**src/ps2_set2_scan_decoder_assert.svh**
```systemverilog
// ----------------------------------------------------------------------------
// PS/2 set 2 scan decoder assertion macros
// Shared macros for concurrent checks that are clocked on a given clock and off in reset.
// ----------------------------------------------------------------------------
`ifndef PS2_SET2_SCAN_DECODER_ASSERT_SVH
`define PS2_SET2_SCAN_DECODER_ASSERT_SVH

// A check that is off while reset is asserted.
`define PS2S2_ASSERT(label, clk, rstn, prop, msg) \
    label: assert property (@(posedge clk) disable iff (!(rstn)) (prop)) else $error(msg);

// A check for the cycle after a condition, off while reset is asserted.
`define PS2S2_ASSERT_NEXT(label, clk, rstn, cond, prop, msg) \
    `PS2S2_ASSERT(label, clk, rstn, (cond) |=> (prop), msg)

`endif

```
**src/ps2s2_pkg.sv**
```systemverilog
`timescale 1ns / 1ps
// ----------------------------------------------------------------------------
// PS/2 set 2 scan decoder package
// Types, constants and key tables for the decoder and its event ring.
// ----------------------------------------------------------------------------
package ps2s2_pkg;

    localparam int RING_DEPTH = 32;
    localparam int PTR_W      = $clog2(RING_DEPTH);
    localparam int WAIT_W     = 5;
    localparam int WAIT_MAX   = 31;
    localparam int CNT_W      = (PTR_W + 1 > WAIT_W) ? PTR_W + 1 : WAIT_W;

    localparam logic [7:0] CODE_E0     = 8'hE0;
    localparam logic [7:0] CODE_F0     = 8'hF0;
    localparam logic [7:0] CODE_LSHIFT = 8'h12;
    localparam logic [7:0] CODE_RSHIFT = 8'h59;
    localparam logic [7:0] CODE_CTRL   = 8'h14;
    localparam logic [7:0] CODE_ALT    = 8'h11;
    localparam logic [7:0] CODE_CAPS   = 8'h58;

    localparam int MOD_SHIFT_BIT = 0;
    localparam int MOD_CTRL_BIT  = 1;
    localparam int MOD_ALT_BIT   = 2;
    localparam int MOD_CAPS_BIT  = 3;

    localparam logic REQ_SCAN = 1'b0;
    localparam logic REQ_READ = 1'b1;

    typedef enum logic [1:0] {
        ST_IDLE = 2'd0,
        ST_E0   = 2'd1,
        ST_F0   = 2'd2,
        ST_E0F0 = 2'd3
    } prefix_state_t;

    typedef struct packed {
        logic [3:0] mods;
        logic       pressed;
        logic       extended;
        logic [7:0] scan;
    } ring_entry_t;

    localparam int ENTRY_W = $bits(ring_entry_t);

    function automatic logic is_normal(input logic [7:0] code);
        logic hit;
        unique case (code)
            8'h1C, 8'h32, 8'h21, 8'h23, 8'h24, 8'h2B, 8'h34, 8'h33, 8'h43, 8'h3B,
            8'h42, 8'h4B, 8'h3A, 8'h31, 8'h44, 8'h4D, 8'h15, 8'h2D, 8'h1B, 8'h2C,
            8'h3C, 8'h2A, 8'h1D, 8'h22, 8'h35, 8'h1A,
            8'h45, 8'h16, 8'h1E, 8'h26, 8'h25, 8'h2E, 8'h36, 8'h3D, 8'h3E, 8'h46,
            8'h05, 8'h06, 8'h04, 8'h0C, 8'h03, 8'h0B, 8'h83, 8'h0A, 8'h01, 8'h09,
            8'h78, 8'h07, 8'h5A, 8'h66, 8'h0D, 8'h76, 8'h29,
            8'h4E, 8'h55, 8'h54, 8'h5B, 8'h5D, 8'h4C, 8'h52, 8'h41, 8'h49, 8'h4A,
            8'h0E, 8'h12, 8'h59, 8'h14, 8'h11, 8'h58: hit = 1'b1;
            default: hit = 1'b0;
        endcase
        return hit;
    endfunction

    function automatic logic is_extended(input logic [7:0] code);
        logic hit;
        unique case (code)
            8'h75, 8'h72, 8'h6B, 8'h74, 8'h6C, 8'h69,
            8'h7D, 8'h7A, 8'h70, 8'h71, 8'h14, 8'h11: hit = 1'b1;
            default: hit = 1'b0;
        endcase
        return hit;
    endfunction

    function automatic logic [PTR_W-1:0] ring_next(input logic [PTR_W-1:0] ptr);
        logic [PTR_W-1:0] nxt;
        if (ptr == PTR_W'(RING_DEPTH - 1)) begin
            nxt = '0;
        end else begin
            nxt = ptr + PTR_W'(1);
        end
        return nxt;
    endfunction

endpackage

```
**src/ps2s2_ram.sv**
```systemverilog
`timescale 1ns / 1ps
// ----------------------------------------------------------------------------
// Generic RAM
// One write port and one read port with a registered, enabled read.
// ----------------------------------------------------------------------------
module ps2s2_ram #(
    parameter int WIDTH = 8,
    parameter int DEPTH = 32
) (
    input  logic                     aclk,
    input  logic                     wr_en,
    input  logic [$clog2(DEPTH)-1:0] wr_addr,
    input  logic [WIDTH-1:0]         wr_data,
    input  logic                     rd_en,
    input  logic [$clog2(DEPTH)-1:0] rd_addr,
    output logic [WIDTH-1:0]         rd_data
);

    logic [WIDTH-1:0] mem_reg [DEPTH];
    logic [WIDTH-1:0] rd_data_reg;

    always_ff @(posedge aclk) begin
        if (wr_en) begin
            mem_reg[wr_addr] <= wr_data;
        end
        if (rd_en) begin
            rd_data_reg <= mem_reg[rd_addr];
        end
    end

    assign rd_data = rd_data_reg;

endmodule

```
**src/ps2_set2_scan_decoder.sv**
```systemverilog
`timescale 1ns / 1ps
// ----------------------------------------------------------------------------
// PS/2 set 2 scan decoder
// Prefix tracking, modifier state and an event ring with read requests.
// ----------------------------------------------------------------------------
// The block takes one word per clock cycle. A scan byte word updates the
// prefix machine and modifier bits in the cycle it is accepted and, for a
// known key, writes one event into the ring RAM; it returns nothing. A read
// word pops one event if the ring holds one; its result is on the master
// side in the cycle after acceptance, via the registered RAM read. Sustained
// rate is one word per cycle while m_tready is high; while a result is held
// by a low m_tready, s_tready is low. The ring holds RING_DEPTH - 1 events,
// needs no clearing after reset, and a push to a full ring is dropped.
// ----------------------------------------------------------------------------
`include "ps2_set2_scan_decoder_assert.svh"

module ps2_set2_scan_decoder (
    input  logic        aclk,
    input  logic        aresetn,
    input  logic        s_tvalid,
    output logic        s_tready,
    input  logic [7:0]  s_tdata,   // [7:0] scan_byte
    input  logic [0:0]  s_tuser,   // [0] req_type
    output logic        m_tvalid,
    input  logic        m_tready,
    // [7:0] key_scan, [8] key_extended, [9] key_pressed, [13:10] event_modifiers,
    // [17:14] current_modifiers, [22:18] events_waiting, [23] zero
    output logic [23:0] m_tdata,
    output logic [0:0]  m_tuser    // [0] event_valid
);

    localparam int PTR_W  = ps2s2_pkg::PTR_W;
    localparam int CNT_W  = ps2s2_pkg::CNT_W;
    localparam int WAIT_W = ps2s2_pkg::WAIT_W;

    ps2s2_pkg::prefix_state_t prefix_reg, prefix_next;
    logic [3:0]       mod_reg, mod_next;
    logic [PTR_W-1:0] wr_ptr_reg, wr_ptr_next;
    logic [PTR_W-1:0] rd_ptr_reg, rd_ptr_next;

    logic              out_valid_reg;
    logic              ev_valid_reg;
    logic [3:0]        cur_mod_reg;
    logic [WAIT_W-1:0] waiting_reg, waiting_next;

    logic s_acc, scan_acc, read_acc, ring_empty, ring_full, pop;
    logic code_done, code_ext, code_press, code_known, push;
    logic [CNT_W-1:0] count_w;
    ps2s2_pkg::ring_entry_t wr_entry, rd_entry;

    assign s_tready   = !out_valid_reg || m_tready;
    assign s_acc      = s_tvalid && s_tready;
    assign scan_acc   = s_acc && (s_tuser[0] == ps2s2_pkg::REQ_SCAN);
    assign read_acc   = s_acc && (s_tuser[0] == ps2s2_pkg::REQ_READ);
    assign ring_empty = (rd_ptr_reg == wr_ptr_reg);
    assign ring_full  = (ps2s2_pkg::ring_next(wr_ptr_reg) == rd_ptr_reg);
    assign pop        = read_acc && !ring_empty;

    // Prefix machine: next state.
    always_comb begin
        prefix_next = prefix_reg;
        if (scan_acc) begin
            unique case (prefix_reg)
                ps2s2_pkg::ST_IDLE: begin
                    if (s_tdata == ps2s2_pkg::CODE_E0) begin
                        prefix_next = ps2s2_pkg::ST_E0;
                    end else if (s_tdata == ps2s2_pkg::CODE_F0) begin
                        prefix_next = ps2s2_pkg::ST_F0;
                    end
                end
                ps2s2_pkg::ST_E0: begin
                    if (s_tdata == ps2s2_pkg::CODE_F0) begin
                        prefix_next = ps2s2_pkg::ST_E0F0;
                    end else begin
                        prefix_next = ps2s2_pkg::ST_IDLE;
                    end
                end
                ps2s2_pkg::ST_F0, ps2s2_pkg::ST_E0F0: begin
                    prefix_next = ps2s2_pkg::ST_IDLE;
                end
            endcase
        end
    end

    // Prefix machine: which byte completes a code, and of what kind.
    always_comb begin
        code_done  = 1'b0;
        code_ext   = 1'b0;
        code_press = 1'b0;
        unique case (prefix_reg)
            ps2s2_pkg::ST_IDLE: begin
                code_done  = (s_tdata != ps2s2_pkg::CODE_E0) &&
                             (s_tdata != ps2s2_pkg::CODE_F0);
                code_press = 1'b1;
            end
            ps2s2_pkg::ST_E0: begin
                code_done  = (s_tdata != ps2s2_pkg::CODE_F0);
                code_ext   = 1'b1;
                code_press = 1'b1;
            end
            ps2s2_pkg::ST_F0: begin
                code_done = 1'b1;
            end
            ps2s2_pkg::ST_E0F0: begin
                code_done = 1'b1;
                code_ext  = 1'b1;
            end
        endcase
    end

    assign code_known = code_ext ? ps2s2_pkg::is_extended(s_tdata)
                                 : ps2s2_pkg::is_normal(s_tdata);

    always_comb begin
        mod_next = mod_reg;
        if (scan_acc && code_done && code_known) begin
            priority if (!code_ext && (s_tdata == ps2s2_pkg::CODE_LSHIFT ||
                                       s_tdata == ps2s2_pkg::CODE_RSHIFT)) begin
                mod_next[ps2s2_pkg::MOD_SHIFT_BIT] = code_press;
            end else if (s_tdata == ps2s2_pkg::CODE_CTRL) begin
                mod_next[ps2s2_pkg::MOD_CTRL_BIT] = code_press;
            end else if (s_tdata == ps2s2_pkg::CODE_ALT) begin
                mod_next[ps2s2_pkg::MOD_ALT_BIT] = code_press;
            end else if (!code_ext && s_tdata == ps2s2_pkg::CODE_CAPS) begin
                mod_next[ps2s2_pkg::MOD_CAPS_BIT] = mod_reg[ps2s2_pkg::MOD_CAPS_BIT] ^
                                                     code_press;
            end else begin
                mod_next = mod_reg;
            end
        end
    end

    // The modifier update still happens when the ring is full.
    assign push = scan_acc && code_done && code_known && !ring_full;

    assign wr_entry.scan     = s_tdata;
    assign wr_entry.extended = code_ext;
    assign wr_entry.pressed  = code_press;
    assign wr_entry.mods     = mod_next;

    assign wr_ptr_next = push ? ps2s2_pkg::ring_next(wr_ptr_reg) : wr_ptr_reg;
    assign rd_ptr_next = pop  ? ps2s2_pkg::ring_next(rd_ptr_reg) : rd_ptr_reg;

    // Occupancy after the pop; no push happens in a read cycle.
    always_comb begin
        if (wr_ptr_reg >= rd_ptr_next) begin
            count_w = CNT_W'(wr_ptr_reg) - CNT_W'(rd_ptr_next);
        end else begin
            count_w = CNT_W'(wr_ptr_reg) + CNT_W'(ps2s2_pkg::RING_DEPTH) -
                      CNT_W'(rd_ptr_next);
        end
        if (count_w > CNT_W'(ps2s2_pkg::WAIT_MAX)) begin
            waiting_next = WAIT_W'(ps2s2_pkg::WAIT_MAX);
        end else begin
            waiting_next = count_w[WAIT_W-1:0];
        end
    end

    ps2s2_ram #(
        .WIDTH (ps2s2_pkg::ENTRY_W),
        .DEPTH (ps2s2_pkg::RING_DEPTH)
    ) u_ring (
        .aclk    (aclk),
        .wr_en   (push),
        .wr_addr (wr_ptr_reg),
        .wr_data (wr_entry),
        .rd_en   (pop),
        .rd_addr (rd_ptr_reg),
        .rd_data (rd_entry)
    );

    always_ff @(posedge aclk) begin
        if (!aresetn) begin
            prefix_reg    <= ps2s2_pkg::ST_IDLE;
            mod_reg       <= '0;
            wr_ptr_reg    <= '0;
            rd_ptr_reg    <= '0;
            out_valid_reg <= 1'b0;
        end else begin
            prefix_reg <= prefix_next;
            mod_reg    <= mod_next;
            wr_ptr_reg <= wr_ptr_next;
            rd_ptr_reg <= rd_ptr_next;
            if (read_acc) begin
                out_valid_reg <= 1'b1;
            end else if (m_tready) begin
                out_valid_reg <= 1'b0;
            end
        end
    end

    always_ff @(posedge aclk) begin
        if (read_acc) begin
            ev_valid_reg <= !ring_empty;
            cur_mod_reg  <= mod_reg;
            waiting_reg  <= waiting_next;
        end
    end

    // Event fields read as zero when the ring was empty.
    assign m_tvalid   = out_valid_reg;
    assign m_tuser[0] = ev_valid_reg;
    assign m_tdata    = {1'b0, waiting_reg, cur_mod_reg,
                         ev_valid_reg ? rd_entry : {ps2s2_pkg::ENTRY_W{1'b0}}};

    `PS2S2_ASSERT_NEXT(a_pop_gives_event, aclk, aresetn, read_acc && !ring_empty,
        m_tvalid && m_tuser[0], "read of a filled ring did not return an event")
    `PS2S2_ASSERT_NEXT(a_scan_no_result, aclk, aresetn, scan_acc && !out_valid_reg,
        !m_tvalid, "scan byte produced a result")
    `PS2S2_ASSERT_NEXT(a_mods_only_on_scan, aclk, aresetn, !scan_acc,
        $stable(mod_reg), "modifier bits changed without a scan byte")
    `PS2S2_ASSERT_NEXT(a_empty_read_holds, aclk, aresetn, read_acc && ring_empty,
        $stable(rd_ptr_reg) && !m_tuser[0], "read of an empty ring moved the pointer")

endmodule
```
**config.mk**
```make
export PLATFORM = sky130hd
export DESIGN_NAME = ps2_set2_scan_decoder
export DESIGN_NICKNAME = d
export VERILOG_FILES = /design/src/ps2s2_pkg.sv /design/src/ps2s2_ram.sv /design/src/ps2_set2_scan_decoder.sv
export VERILOG_INCLUDE_DIRS = /design/src /design/src/src
export SDC_FILE = /design/constraint.sdc
export NUM_CORES = 1
export LEC_CHECK = 0
export BUFFER_PORTS_ARGS = -buffer_cell sky130_fd_sc_hd__buf_4
export CAP_MARGIN = 20
export CORE_AREA = 10 10 222 224
export CTS_CLUSTER_SIZE = 40
export DETAILED_ROUTE_END_ITERATION = 6
export DIE_AREA = 0 0 232 234
export SLEW_MARGIN = 5
export SYNTH_ARGS = -nofsm -noshare
export SYNTH_HDL_FRONTEND = slang
export SYNTH_SLANG_ARGS = --single-unit
```
**constraint.sdc**
```tcl
create_clock -name aclk -period 5.8 [get_ports aclk]
set_input_delay 1.45 -clock aclk [delete_from_list [all_inputs] [get_ports aclk]]
set_output_delay 1.45 -clock aclk [all_outputs]
set_load 0.05 [all_outputs]
```
### Word level (Yosys, flattened, before mapping)

Memory sizes are Yosys's and may differ from the RTL's. A register that Yosys moved wholly into a read port is not among the register bits.
Index checks and enable logic that the tools add are counted.

* mux-type cells: 26
* equality and inequality tests: 27
* $lt $le $gt $ge: 2
* add/sub/neg operators: 5
* bitwise gates (word level): 2
* reduce and logical (&&, ||, !) cells: 23

Operator list (count)
* == test 8 x 7 -> 1 bit (second input constant): 12
* == test 8 x 5 -> 1 bit (second input constant): 3
* == test 8 bit (second input constant): 2
* != test 8 bit (second input constant): 2
* two-way mux 5 bit: 3
* two-way mux 14 bit: 1
* two-way mux 1 bit: 13
* OR reduction 12 bit: 1
* adder 5 x 1 -> 5 bit (second input constant): 2
* == test 5 bit: 2
* == test 5 bit (second input constant): 2
* logical AND 1 bit: 10
* two-way mux 2 bit: 4
* adder 5 x 6 -> 6 bit (second input constant): 1
* > comparator 6 x 5 -> 1 bit (second input constant): 1
* two-way mux 6 bit: 1
* one-hot mux 2 bit (3 select lines): 1
* OR reduction 2 bit: 3
* subtractor 5 x 5 -> 6 bit: 1
* subtractor 6 x 5 -> 6 bit: 1
* greater-or-equal comparator 5 bit: 1
* == test 2 bit (second input constant): 2
* zero test 1 bit: 4
* two-way mux 4 bit: 1
* 10 further kinds: 11

* word-level logic and storage cells: 95
* output and inout bits: 27
* input port bits: 13
* register bits after elaboration: 27
* RAM bits: 448
* ROM bits: 256
* memories kept: 2

Memory list
* u_ring.mem_reg: depth 32, width 14, read ports 1, clocked after memory_dff 1, write ports 1, RTL line ps2s2_ram.sv:19 `logic [WIDTH-1:0] mem_reg [DEPTH];`
* (name not given): depth 256, width 1, read ports 1, clocked after memory_dff 0, write ports 0, RTL line ps2s2_pkg.sv:48 `unique case (code)`

### Logic depth before layout (Yosys ltp)

* depth in word-level cells: 10
* mapped depth: 18
* depth with buffers taken out: 16

### Cells and area by module

A second synthesis with hierarchy kept.

* cells, all modules: 1262
* area total of the unflattened synthesis: 20334.5 µm²

Modules (own cells, without submodules)
* ps2s2_ram: instances 1, area an instance 18151.2 µm², seq. area each 13873.3 µm², cells each 1006
* ps2_set2_scan_decoder: instances 1, area an instance 2183.3 µm², seq. area each 640.6 µm², cells each 256

### Worst setup path before layout

Ideal clock, no wire load.

* path type: input to register
* from: input m_tready
* to: register waiting_reg[4] (data pin)
* path buffers: 0
* library setup time: 131 ps
* data arrival time: 5101 ps
* data required time: 5669 ps
* cell stages on the path: 14
* setup slack: 569 ps
* path through: nand2b_1 -> nor2b_1 -> o21ai_0 -> inv_1 -> o21ai_0 -> ha_1 -> inv_1 -> fa_1 -> or3_1 -> a21boi_0 -> a2111o_1 -> and2_1 -> o21ai_0 -> a22o_1

* cells in the longest elaborated chain, start to end: 8
* elaborated cells between the ends (all ways): 10
* classes of those cells: add/sub (2); order compare (2); mux (2); reduce/logical (4)

Ends and longest elaborated chain
* start: declaration: RTL line ps2_set2_scan_decoder.sv:25 `input logic m_tready,`
* logical OR 1 bit *: RTL line ps2_set2_scan_decoder.sv:51 `assign s_tready = !out_valid_reg || m_tready;`
* logical AND 1 bit *: RTL line ps2_set2_scan_decoder.sv:52 `assign s_acc = s_tvalid && s_tready;`
* logical AND 1 bit *: RTL line ps2_set2_scan_decoder.sv:54 `assign read_acc = s_acc && (s_tuser[0] == ps2s2_pkg::REQ_READ);`
* named net read_acc: RTL line ps2_set2_scan_decoder.sv:46 `logic s_acc, scan_acc, read_acc, ring_empty, ring_full, pop;`
* logical AND 1 bit *: RTL line ps2_set2_scan_decoder.sv:57 `assign pop = read_acc && !ring_empty;`
* two-way mux 5 bit *: RTL line ps2_set2_scan_decoder.sv:142 `assign rd_ptr_next = pop ? ps2s2_pkg::ring_next(rd_ptr_reg) : rd_ptr_reg;`
* named net rd_ptr_next[0]: RTL line ps2_set2_scan_decoder.sv:39 `logic [PTR_W-1:0] rd_ptr_reg, rd_ptr_next;`
* subtractor 6 x 5 -> 6 bit (tied with other cells): RTL line ps2_set2_scan_decoder.sv:149 `count_w = CNT_W'(wr_ptr_reg) + CNT_W'(ps2s2_pkg::RING_DEPTH) -`
* two-way mux 6 bit *: RTL line ps2_set2_scan_decoder.sv:146 `if (wr_ptr_reg >= rd_ptr_next) begin`
* > comparator 6 x 5 -> 1 bit: RTL line ps2_set2_scan_decoder.sv:152 `if (count_w > CNT_W'(ps2s2_pkg::WAIT_MAX)) begin`
* end signal: assignment: RTL line ps2_set2_scan_decoder.sv:196 `waiting_reg <= waiting_next;`
* end: declaration: RTL line ps2_set2_scan_decoder.sv:44 `logic [WAIT_W-1:0] waiting_reg, waiting_next;`

Mark *: on every way through the listed nets, which the timed path passes. The rest lies on a longest branch.
A chain may end at the register's enable or synchronous reset.

### Worst setup path in the final report

* from: register rd_ptr_reg[4]
* to: register waiting_reg[4] (data pin)

* cells in the longest elaborated chain, start to end: 7
* elaborated cells between the ends (all ways): 12
* classes of those cells: add/sub (3); order compare (2); eq/ne (2); mux (3); reduce/logical (2)

Ends and longest elaborated chain
* start: declaration: RTL line ps2_set2_scan_decoder.sv:39
* start signal: assignment: RTL line ps2_set2_scan_decoder.sv:183 `rd_ptr_reg <= rd_ptr_next;`
* == test 5 bit: RTL line ps2_set2_scan_decoder.sv:55 `assign ring_empty = (rd_ptr_reg == wr_ptr_reg);`
* zero test 1 bit: RTL line ps2_set2_scan_decoder.sv:57
* logical AND 1 bit: RTL line ps2_set2_scan_decoder.sv:57
* two-way mux 5 bit *: RTL line ps2_set2_scan_decoder.sv:142
* named net rd_ptr_next[0]: RTL line ps2_set2_scan_decoder.sv:39
* subtractor 6 x 5 -> 6 bit (tied with other cells): RTL line ps2_set2_scan_decoder.sv:149
* two-way mux 6 bit *: RTL line ps2_set2_scan_decoder.sv:146
* > comparator 6 x 5 -> 1 bit: RTL line ps2_set2_scan_decoder.sv:152

Marked as above.

==> metrics.md <==
| Metric | Value |
|---|---|
| Status | finished, final reports clean |
| Commonest non-fill, non-tap cell in the layout | edfxtp_1 |
| Layout Utilization | 50.0% |
| Final setup vio count | 0 |
| Total gr overflow | 0 |
| Placed instance area | 21000 sq um |
| Number of iterations in the first detailed-routing pass | 5 |
| Hold depth | 0 |
| DRT iter0 DRCs | 953 |
| Avg Inst Size Synth | around 21 sq um |
| Worst Hold Class | flip-flop to flip-flop |
| Fmax | between 200 and 250 MHz |
| Syn Inst Count | 962 |
| Initial Util | 44.4% |
| Setup CP Type | flip-flop to flip-flop |
| Hold_ws | 432 ps |
| Final WL | approximately 43000 um |
| Io pins | 40 |
| Die area | 54300 sq um |
| # placed instances | around 1600 |
| Register area share after synthesis | 72.8% |
| Clk slew on worst S/H paths | 60 ps |
| WL/cell | 25.9 um |
| Fin crit period | approximately 4500 ps |
| EDFF count, synth | 472 |
| Root Buffer | clkbuf_16 |
| Critical Path Sink Type | flip-flop |
| Flip-flop count of the largest register after layout | 448 |
| Die W | between 200 and 250 um |
| Die height | 234 um |
| Critical R2R Launch | rd_ptr_reg[4] |
| Buffers on Ports | 38 |
| Crit start category | flip-flop |
| Reg area | 14500 sq um |
| PD cells | 313 nW/um^2 |
| CP Data Required Time | 6120 ps |
| Share of the synthesized area in the top cell type | 71.1% |
| Crit share post-route | 77.6% |
| TritonCTS Buffers | 48 |
| Nets | between 1000 and 1500 |
| Total number of vias | 9437 |
| Post-Syn Area | ~20000 sq um |
| Cts repair resizes | 0 |
| Leakage | roughly 7.3 nW |
| Worst-Margin Slew | ~1100 ps |
| Final Wtd Congestion | between 0.7 and 0.8 |
| Initial antenna violation count | 4 |
| Antenna cells | 0 |
| Crit path DAT | 4830 ps |
| Vias in the first global route | 9522 |
| Remaining DRCs | 0 |
| Clock skew | 19.1 ps |
| Count of final hold-check violations | 0 |
| H-tree depth | 2 |
| Antenna violation net count after detailed routing | 0 |
| Layout cells sized above 1 | between 20 and 30% |
| Maxcap violations | 0 |
| Fraction of registers with async set/reset | 0% |
| Insertion delay to the later sink of the worst-skew pair | approximately 580 ps |
| Reg2reg path depth | 14 |
| Post-CTS setup buffers | 0 |
| Cell taking the most area after synthesis | edfxtp_1 |
| Via/cell ratio | 5.69 |
| Core area | 44900 sq um |
| First-pass GRT wire length | between 60000 and 70000 um |
| Site row count | 78 |
| Fill count | approximately 3600 |
| Hold Path End | cur_mod_reg[1] |
| Number of synthesized register bits | 489 |
| Overall global routing resource usage | about 16% |
| Synth area leaders | edfxtp_1 71%, mux4_2 16%, dfxtp_1 1.7%, and3_1 1.2%, mux2_2 0.96% |
| Primary FF master, synth | edfxtp_1 |
| Synth warnings | 0 |
| Distinct cells, synth | 70 |
| DP Wirelength | 26100 um |
| Worst Slack Setup Final | 1300 ps |
| CTS tree | built |
| Slew Limit Fails | 0 |
| Post-CTS Hold Fix Bufs | 0 |
| Area of the multi-input gates | 5090 sq um |
| Finished Cell Area | 22400 sq um |
| R2r setup slk | 1300 ps |
| CP max FO | 18 |
| Syn-to-layout area delta | 12.5% |
| Maximum vdd drop | 0.214 mV |
| R2R Path End | waiting_reg[4] |
| Most frequent cells in the layout | 472 x edfxtp_1, 140 x mux4_2, 72 x buf_4, 49 x clkbuf_16, 39 x and3_1 |
| Unrepaired setup endpoints after global routing | no |
| Clk sink count | 489 |
| Post-route insts no fill | 1659 |
| Mapped Nets | 991 |
| Hold wc startpoint | mod_reg[1] |
| Pin count of the biggest net entering global routing | 61 |
| Setup TNS | 0 ps |
| Tot Pwr | 7.01 mW |
| Clock buffer depth | 3 |
| Rel. slew slack | ~28% |
| Pre-CTS setup slack | 965 ps |
## worst max path at each step
stage          slack, ps                    end          start  cells after the start
2_1_floorplan        570         waiting_reg[4]       m_tready                     14
3_3_place_gp        1030  u_ring.mem_reg[22][9]     s_tdata[0]                     10
3_5_place_dp         970  u_ring.mem_reg[22][9]     s_tdata[0]                     10
4_1_cts             1260         waiting_reg[4]  rd_ptr_reg[4]                     14
5_1_grt              970         waiting_reg[4]  rd_ptr_reg[4]                     14
6_report            1300         waiting_reg[4]  rd_ptr_reg[4]                     14
## synthesized netlist by cell type (all sizes together) (2+ instances only)
cell type / instances
nand2: 20
a31o: 2
nand4: 2
or3: 2
a21oi: 10
o41ai: 2
dfxtp: 17
or2: 4
edfxtp: 472
nor2b: 6
nand3b: 4
nand3: 12
nor2: 16
and2: 17
xnor2: 8
a311o: 2
a211oi: 2
mux2i: 8
nor3b: 6
nand2b: 6
mux2: 21
a21o: 4
a31oi: 3
buf: 27
and3: 39
nor3: 7
o211a: 2
xor2: 3
clkbuf: 31
and3b: 3
inv: 14
mux4: 140
o21ai: 9
ha: 15
and4: 2
nor4: 2
## power breakdown
group          leakage (nW)  switching (mW)  internal [mW]
logic                  2.01           0.135         0.0723
clock network         0.725            1.24           1.70
registers              4.56         0.00927           3.86
total                  7.30            1.38           5.63
## layout make-up
type / instances / area share [%]
tap: 600 / 3.35
clock buffer: 61 / 5.76
sequential: 489 / 64.8
timing repair buffer: 72 / 2.41
clock inverter: 22 / 0.809
inverter: 14 / 0.234
multi-input combinational: 401 / 22.7
## cells by family (layout without fill, tap and decap cells)
kind of cell	Yosys count	in the layout	share of synthesized area [%]
flops	489	489	72.8
simple gates	152	152	4.43
compound gates	50	50	1.88
mux	169	169	17.4
fa+ha+maj	17	17	1.09
xor+xnor	12	12	0.596
other cells	1	1	0.0188
buf+inv	72	169	1.80
## routing by layer
layer / track usage, % / wire length [um] / share of wire (%)
met1: 24.7 / 19600 / 46
met2: 23.8 / 19400 / 45
met3: 3.12 / 3140 / 7.3
met4: 3.88 / 705 / 1.6
met5: 0 / 0 / 0
## worst max-delay path: stages (launching register included)
cell and delay (ps):
dfxtp_1 1030, xnor2_1 190, nand3_1 180, o21ai_0 530, inv_1 120, o21ai_0 240, ha_1 230, inv_1 70
fa_1 450, or3_1 400, a21boi_0 180, a2111o_1 190, and2_1 160, o21ai_0 70, a22o_1 210
No activity file was read; power rests on OpenSTA's default activity.
